<file path="config.mk">
export PLATFORM = sky130hd
export DESIGN_NAME = boxcar_average_to_brightness
export DESIGN_NICKNAME = d
export VERILOG_FILES = /design/src/bca_pkg.sv /design/src/boxcar_average_to_brightness.sv /design/src/bca_share_div.sv
export SDC_FILE = /design/constraint.sdc
export NUM_CORES = 1
export LEC_CHECK = 0
export BUFFER_PORTS_ARGS = -buffer_cell sky130_fd_sc_hd__buf_2
export CORE_UTILIZATION = 45
export DETAILED_ROUTE_END_ITERATION = 8
export HOLD_SLACK_MARGIN = 0.06
export PLACE_DENSITY = 0.59
export REMOVE_ABC_BUFFERS = 1
export SLEW_MARGIN = 20
export SYNTH_ARGS = -nofsm -noshare
export SYNTH_HDL_FRONTEND = slang
export SYNTH_SLANG_ARGS = --single-unit
</file>
<file path="constraint.sdc">
create_clock -name clk -period 6.86 [get_ports clk]
set_clock_uncertainty 0.15 [all_clocks]
set_input_delay 1.372 -clock clk [delete_from_list [all_inputs] [get_ports clk]]
set_output_delay 1.372 -clock clk [all_outputs]
set_load 0.01 [all_outputs]
</file>
<file path="src/bca_pkg.sv">
`timescale 1ns / 1ps
package bca_pkg;

	localparam int SAMPLE_W = 12;
	localparam int AVG_W = 12;
	localparam int BRIGHT_W = 8;
	localparam int SAMPLE_MAX = 4095;

	// Brightness is 255 * average / 4096, taken from the upper bits of the product.
	localparam int BRIGHT_SCALE = 255;
	localparam int BRIGHT_SHIFT = 12;
	localparam int BPROD_W = AVG_W + BRIGHT_W;

	// Reciprocal shift that makes the share quotient exact for any window up to 64.
	localparam int DIV_SHIFT = 18;

	typedef logic [SAMPLE_W-1:0] sample_t;
	typedef logic [AVG_W-1:0] avg_t;
	typedef logic [BRIGHT_W-1:0] bright_t;

endpackage

</file>
<file path="src/boxcar_average_to_brightness.sv">
`timescale 1ns / 1ps
// Boxcar average of converter samples with an 8-bit brightness result.
//
// The sample channel carries one 12-bit reading per transfer. The result
// channel carries the window average and the brightness derived from it,
// one result per sample, in order.
//
// A sample taken at one clock edge is in the stage-one register after it;
// its result is presented from the stage-two register once stage one
// advances. One sample is taken in every cycle while the receiver keeps up.
// The window total and the ring write are updated as the item leaves stage
// one, with a forward path for a read of the slot being written.
//
// Reset empties both stages and clears the per-entry flags of the share
// ring, so every entry reads as zero until it is first written; no clearing
// pass is needed and samples are taken right after reset.
// When the receiver stalls, the result register holds; stage one still
// takes one more sample, and sample_ready drops once both stages are full.
module boxcar_average_to_brightness
	import bca_pkg::*;
#(
	parameter int WINDOW = 50
) (
	input  logic    clk,
	input  logic    arst_n,
	input  logic    sample_valid,
	output logic    sample_ready,
	input  sample_t sample,
	output logic    result_valid,
	input  logic    result_ready,
	output avg_t    average,
	output bright_t brightness
);

	localparam int SLOT_W = (WINDOW > 1) ? $clog2(WINDOW) : 1;
	localparam int SHARE_W = $clog2(SAMPLE_MAX / WINDOW + 1);
	localparam logic [SLOT_W-1:0] SLOT_LAST = SLOT_W'(WINDOW - 1);

	logic [SHARE_W-1:0] share;
	logic               accept;
	logic               advance;
	logic               move;

	logic [SLOT_W-1:0]  slot_q;
	avg_t               total_q;
	logic [WINDOW-1:0]  entry_vld_q;

	logic               vld_s1;
	logic [SHARE_W-1:0] share_s1;
	logic [SLOT_W-1:0]  slot_s1;
	logic [SHARE_W-1:0] rd_data_s1;
	logic               ent_vld_s1;
	logic               fwd_s1;
	logic [SHARE_W-1:0] fwd_data_s1;

	logic               vld_s2;
	avg_t               avg_s2;
	bright_t            bright_s2;

	logic [SHARE_W-1:0] ring_mem [WINDOW];

	logic [SHARE_W-1:0] old_share;
	avg_t               total_nxt;
	logic [BPROD_W-1:0] bright_prod;

	bca_share_div #(
		.WINDOW(WINDOW)
	) u_div (
		.sample(sample),
		.share (share)
	);

	assign advance = !vld_s2 || result_ready;
	assign sample_ready = !vld_s1 || advance;
	assign accept = sample_valid && sample_ready;
	assign move = vld_s1 && advance;

	assign old_share = fwd_s1 ? fwd_data_s1 : (ent_vld_s1 ? rd_data_s1 : '0);
	assign total_nxt = total_q - AVG_W'(old_share) + AVG_W'(share_s1);
	assign bright_prod = BPROD_W'(total_nxt) * BPROD_W'(BRIGHT_SCALE);

	always_ff @(posedge clk or negedge arst_n) begin
		if (!arst_n) begin
			vld_s1 <= 1'b0;
			vld_s2 <= 1'b0;
			slot_q <= '0;
			total_q <= '0;
			entry_vld_q <= '0;
		end else begin
			if (accept) begin
				vld_s1 <= 1'b1;
				slot_q <= (slot_q == SLOT_LAST) ? '0 : slot_q + SLOT_W'(1);
			end else if (advance) begin
				vld_s1 <= 1'b0;
			end
			if (advance) begin
				vld_s2 <= vld_s1;
			end
			if (move) begin
				total_q <= total_nxt;
				entry_vld_q[slot_s1] <= 1'b1;
			end
		end
	end

	// A read of the slot that stage one writes in the same cycle takes the share directly.
	always_ff @(posedge clk) begin
		if (accept) begin
			share_s1 <= share;
			slot_s1 <= slot_q;
			ent_vld_s1 <= entry_vld_q[slot_q];
			fwd_s1 <= move && (slot_s1 == slot_q);
			fwd_data_s1 <= share_s1;
		end
		if (move) begin
			avg_s2 <= total_nxt;
			bright_s2 <= bright_prod[BRIGHT_SHIFT +: BRIGHT_W];
		end
	end

	always_ff @(posedge clk) begin
		if (move) begin
			ring_mem[slot_s1] <= share_s1;
		end
		if (accept) begin
			rd_data_s1 <= ring_mem[slot_q];
		end
	end

	assign result_valid = vld_s2;
	assign average = avg_s2;
	assign brightness = bright_s2;

endmodule

</file>
<file path="src/bca_share_div.sv">
`timescale 1ns / 1ps
module bca_share_div
	import bca_pkg::*;
#(
	parameter int WINDOW = 50
) (
	input  sample_t                                      sample,
	output logic [$clog2(SAMPLE_MAX / WINDOW + 1)-1:0]   share
);

	localparam int SHARE_W = $clog2(SAMPLE_MAX / WINDOW + 1);
	localparam int MULT_W = DIV_SHIFT + 1;
	localparam int PROD_W = SAMPLE_W + MULT_W;
	localparam logic [MULT_W-1:0] RECIP = MULT_W'(((1 << DIV_SHIFT) + WINDOW - 1) / WINDOW);

	logic [PROD_W-1:0] prod;

	// The rounded-up reciprocal gives the truncated quotient exactly for 12-bit samples.
	assign prod = PROD_W'(sample) * PROD_W'(RECIP);
	assign share = prod[DIV_SHIFT +: SHARE_W];

endmodule

</file>
# After elaboration in Yosys (flattened, before gate mapping)
# Memory sizes are Yosys's and may differ from the RTL's. A register that Yosys moved wholly into a read port is not among the register bits.
# Index checks and enable logic that the tools add are counted.
word_totals:
  memories: 1
  wordCells: 44
  mem_bits_rw: 350
  in_bits: 16
  out_inout_bits: 22
  register_bits: 112
classes:
  n_lt_le_gt_ge: 3
  add_sub_neg: 3
  n_eq_ne: 2
  bitwise_logic: 1
  reduce_logical: 9
  mul: 2
  n_mux: 11
memory_table:
  columns: ["name", "words", "width", "rd", "rd_clocked_by_memory_dff", "wr", "line", "rtl"]
  rows:
  - ["ring_mem", 50, 7, 1, 1, 1, "boxcar_average_to_brightness.sv:60", "logic [SHARE_W-1:0] ring_mem [WINDOW];"]
ops:
  columns: ["cell", "count"]
  rows:
  - ["$or 50x50->50", 1]
  - ["$mul 12x13->25 const B", 1]
  - ["$mul 12x8->20 const B", 1]
  - ["$lt 6x7->1 const B", 2]
  - ["$mux 7", 2]
  - ["$add 12x7->12", 1]
  - ["$sub 12x7->12", 1]
  - ["$add 6x1->6 const B", 1]
  - ["$bmux 1 s6", 1]
  - ["$demux 1 s6", 1]
  - ["$eq 6x6->1", 1]
  - ["$eq 6x6->1 const B", 1]
  - ["$ge 6x1->1 const B", 1]
  - ["$mux 1", 6]
  - ["$mux 6", 1]
  - ["$logic_and 1x1->1", 4]
  - ["$logic_not 1->1", 2]
  - ["$logic_or 1x1->1", 2]
  - ["$reduce_bool 2->1", 1]

# Logic depth before layout (Yosys ltp)
depth:
  word_depth: 5
  depth_mapped: 28
  ltp_nobuf: 27

# Modules after synthesis
# From an unflattened synthesis, not the netlist that was laid out.
unflattened:
  hier_cells: 1504
  hier_area_um2: 23834.1
modules_own_cells:
  columns: ["module", "cells_per_inst", "n_inst", "area_per_inst_um2", "seq_area_each_um2"]
  rows:
  - ["boxcar_average_to_brightness", 1168, 1, 20843.7, 13733.2]
  - ["bca_share_div", 336, 1, 2990.4, 0.0]

# Least setup slack after synthesis
# No wires, ideal clock.
synth_path:
  path_kind: "flip-flop to flip-flop"
  startpoint: "reg share_s1[1]"
  endpoint: "reg bright_s2[5] (netlist: brightness[5]), data pin"
  required_ns: 6.452
  stages_incl_launch_ff: 24
  setup_slack_ns: 0.019
  arrival_time_ns: 6.433
  path_buffers: 0
  setup_ns: 0.258
  synth_period_minus_slack_ns: 6.841
  path_cell_list: "edfxtp_1 fa_1 fa_1 a21o_1 a21oi_1 xnor2_1 xor2_1 ha_1 nor2_1 mux2i_1 xor2_1 xor2_1 fa_1 inv_1 fa_1 inv_1 ha_1 a21oi_1 o21ai_0 a21o_1 a21o_1 a31o_2 a21oi_1 xnor2_1"
synth_via:
  elab_chain_cells: 2
synth_lines:
  columns: ["element", "line", "rtl"]
  rows:
  - ["start: declaration", "boxcar_average_to_brightness.sv:49", "logic [SHARE_W-1:0] share_s1;"]
  - ["start signal: assignment", "boxcar_average_to_brightness.sv:109", "share_s1 <= share;"]
  - ["$add 12x7->12", "boxcar_average_to_brightness.sv:79", "assign total_nxt = total_q - AVG_W'(old_share) + AVG_W'(share_s1);"]
  - ["net total_nxt[4]", "boxcar_average_to_brightness.sv:63", "avg_t total_nxt;"]
  - ["$mul 12x8->20", "boxcar_average_to_brightness.sv:80", "assign bright_prod = BPROD_W'(total_nxt) * BPROD_W'(BRIGHT_SCALE);"]
  - ["net bright_prod[17]", "boxcar_average_to_brightness.sv:64", "logic [BPROD_W-1:0] bright_prod;"]
  - ["end signal: assignment", "boxcar_average_to_brightness.sv:117", "bright_s2 <= bright_prod[BRIGHT_SHIFT +: BRIGHT_W];"]
  - ["end: declaration", "boxcar_average_to_brightness.sv:58", "bright_t bright_s2;"]
# The timed path passes the listed nets, and every way through them passes these cells.
# A chain may end at the register's enable or synchronous reset.

# Final worst setup path
layout_path:
  startpoint: "reg fwd_s1"
  endpoint: "reg bright_s2[5] (netlist: brightness[5]), data pin"
layout_via:
  elab_chain_cells: 4
layout_lines:
  columns: ["element", "line", "rtl"]
  rows:
  - ["start: declaration", "boxcar_average_to_brightness.sv:53", "logic fwd_s1;"]
  - ["start signal: assignment", "boxcar_average_to_brightness.sv:112", "fwd_s1 <= move && (slot_s1 == slot_q);"]
  - ["$mux 7", "boxcar_average_to_brightness.sv:78", "assign old_share = fwd_s1 ? fwd_data_s1 : (ent_vld_s1 ? rd_data_s1 : '0);"]
  - ["$sub 12x7->12", "boxcar_average_to_brightness.sv:79", null]
  - ["$add 12x7->12", "boxcar_average_to_brightness.sv:79", null]
  - ["$mul 12x8->20", "boxcar_average_to_brightness.sv:80", null]
  - ["net bright_prod[17]", "boxcar_average_to_brightness.sv:64", null]
# The timed path passes the listed nets, and every way through them passes these cells.

==> metrics.csv <==
metric,value,unit
outcome,finished clean,
syn_inst,1463,
fin_crit_sh,95.2,%
grt_pass1_wl,76300,microns
grt_pass1_vias,12900,
hp-start,entry_vld_q[22],
drv_cap,0,
cts_max_level,2,
max_freq,153,MHz
cts_num_sinks,469,
worstPathArrival,6.71,ns
clkTransAtPathRegs,0.06,ns
dp_hpwl,32100,microns
cpPeakStageDelay,0.54,ns
slew-limit-headroom,36.3,%
io_pins,38,
start_kind,register,
synthesis.area,23600,sq um
clk_latency,0.59,ns
hold_depth,1,
num_rows,83,
r2r-start,fwd_s1,
drt_iter0_markers,749,
antenna_found_initial,0,
yosysSeqAreaShare,58.1,%
ys.warnings.count,0,
critPathBufInv,3,
r2r_end,brightness[5],
critPathMaxFanout,6,
synth_cell_types,67,
coreArea,51600,sq um
nets,1798,
firstDrtPassIters,4,
drc,0,
tightest_slew,0.952,ns
drt-wirelength-per-cell,21.2,microns
async_flop_share,14.9,%
synth_area_leaders,"edfxtp_1 (51%), mux4_2 (12%), ha_1 (7.8%)",
avgSynthCellArea,16.1,sq um
port_buffers,37,
worstSetupPathType,register to register,
ys.flop_type,edfxtp_1,
cts_root_buf,clkbuf_16,
ff2ff_path_depth,25,
yosysMostFrequentCell,edfxtp_1,
track_usage,19.0,%
synth-seq-cells,469,
hp-class,register to register,
diodes,0,
critical_path.top_delay_family,adder cells,
hold_viol,0,
avgViaCountPerCell,5.37,
crit_path_top_delay_cell,fa_1,
placedCellCount,2171,
cts_buffers,49,
dieArea,53400,sq um
grt_max_degree,85,
layout-drive-gt1-share,24.4,%
die_w,231,microns
detail-route-antenna-nets,0,
synth_top_area_share,50.7,%
synth_edf_count,399,
overflow,0,
die_h,231,microns
critPathCaptureType,register,
cts_hold_buf,0,
wl,48400,microns
finalSetupViolations,0,
post-synth-top-area-cell,edfxtp_1,
place_congestion,0.804,
clock_path_buffers,3,
min_to,entry_vld_q[22],
layout.cells.non_filler,2276,
vias,12200,
slew_viol_final,0,
cts_tree,yes,
synthTopCellsByCount,"edfxtp_1 (399), inv_1 (158), ha_1 (147)",
critical_path_required,7.04,ns
fin_crit,6.53,ns
rrSetupSlack,0.33,ns
area_delta_synth_final,12.5,%
start_util,45.8,%
[layout make-up]
cell class / count / area, sq um
sequential: 469 / 13700
inverter: 161 / 604
clock buffer: 65 / 1300
multi-input combinational: 789 / 9260
tap: 680 / 851
clock inverter: 27 / 249
timing repair buffer: 85 / 564
fill: 4219 / 25000
[state kept, by name, indices dropped and copies added, names as in the netlist, 6 cells and up]
| signal | flops |
|---|---|
| ring_mem | 350 |
| entry_vld_q | 50 |
| average | 12 |
| total_q | 12 |
| brightness | 8 |
| fwd_data_s1 | 7 |
| rd_data_s1 | 7 |
| share_s1 | 7 |
| slot_q | 6 |
| slot_s1 | 6 |
[worst max-delay path by stage]
stage	cells past startpoint	endpoint	slack, ns	start
3_5_place_dp	25	brightness[5]	-0.03	fwd_s1
3_3_place_gp	25	brightness[7]	0.09	fwd_s1
6_report	25	brightness[5]	0.33	fwd_s1
4_1_cts	25	brightness[5]	0.02	fwd_s1
2_1_floorplan	22	brightness[5]	-0.19	share_s1[4]
5_1_grt	22	brightness[5]	-0.009	fwd_s1
[kinds of logic (layout without fill, tap and decap cells)]
group / Yosys count / in the layout / share of synthesized area [%]
xor gates and xnor gates: 62 / 62 / 2.54
buffers and inverters: 205 / 338 / 3.46
muxes: 137 / 137 / 12.6
and+or+nand+nor: 233 / 233 / 4.95
AOI/OAI and AO/OA: 130 / 130 / 3.76
DFF: 469 / 469 / 58.1
adders and majority gates: 227 / 227 / 14.6
[routing by layer]
layer | global-route usage, % | vias to the layer above | share of wire (%)
met5 | 0 | - | 0
met4 | 4.12 | 0 | 1.6
met3 | 3.84 | 48 | 4.8
met2 | 29.7 | 238 | 47
met1 | 27.5 | 6326 | 46
li1 | - | 5618 | -
[cell usage in the layout, fill, tap and decap left out, types with 30 or more instances in the layout]
cell         n
a21oi_1     30
buf_2       36
buf_4       47
clkbuf_16   49
dfrtp_1     67
edfxtp_1   399
fa_1        79
ha_1       143
inv_1      157
mux4_2     127
nand2_1     46
nor2_1      71
or2_2       53
xnor2_1     30
[metrics by stage]
stage / util [%] / hold slack [ns] / area (sq um) / setup slack [ns] / setup TNS [ns]
6_report: 51.5 / 0.309 / 26600 / 0.333 / 0
3_5_place_dp: 47.9 / 0.299 / 24700 / -0.0348 / -0.0566
5_1_grt: 51.5 / 0.326 / 26600 / -0.00865 / -0.00865
3_3_place_gp: 47.9 / 0.295 / 24700 / 0.0855 / 0
4_1_cts: 50.9 / 0.313 / 26300 / 0.0174 / 0
2_1_floorplan: - / 0.283 / 23400 / -0.186 / -0.383
[what timing repair did]
item / in CTS / in global routing
endpoints found under the setup margin: 2 / 5
pin swaps: 0 / 15
resized for setup: 1 / 36
setup buffers: 0 / 13
endpoints found under the hold margin: 0 / 0
Power is left out: the tool's default activity adds up to more than one toggle a clock period on the data nets, which glitch-free logic cannot reach.
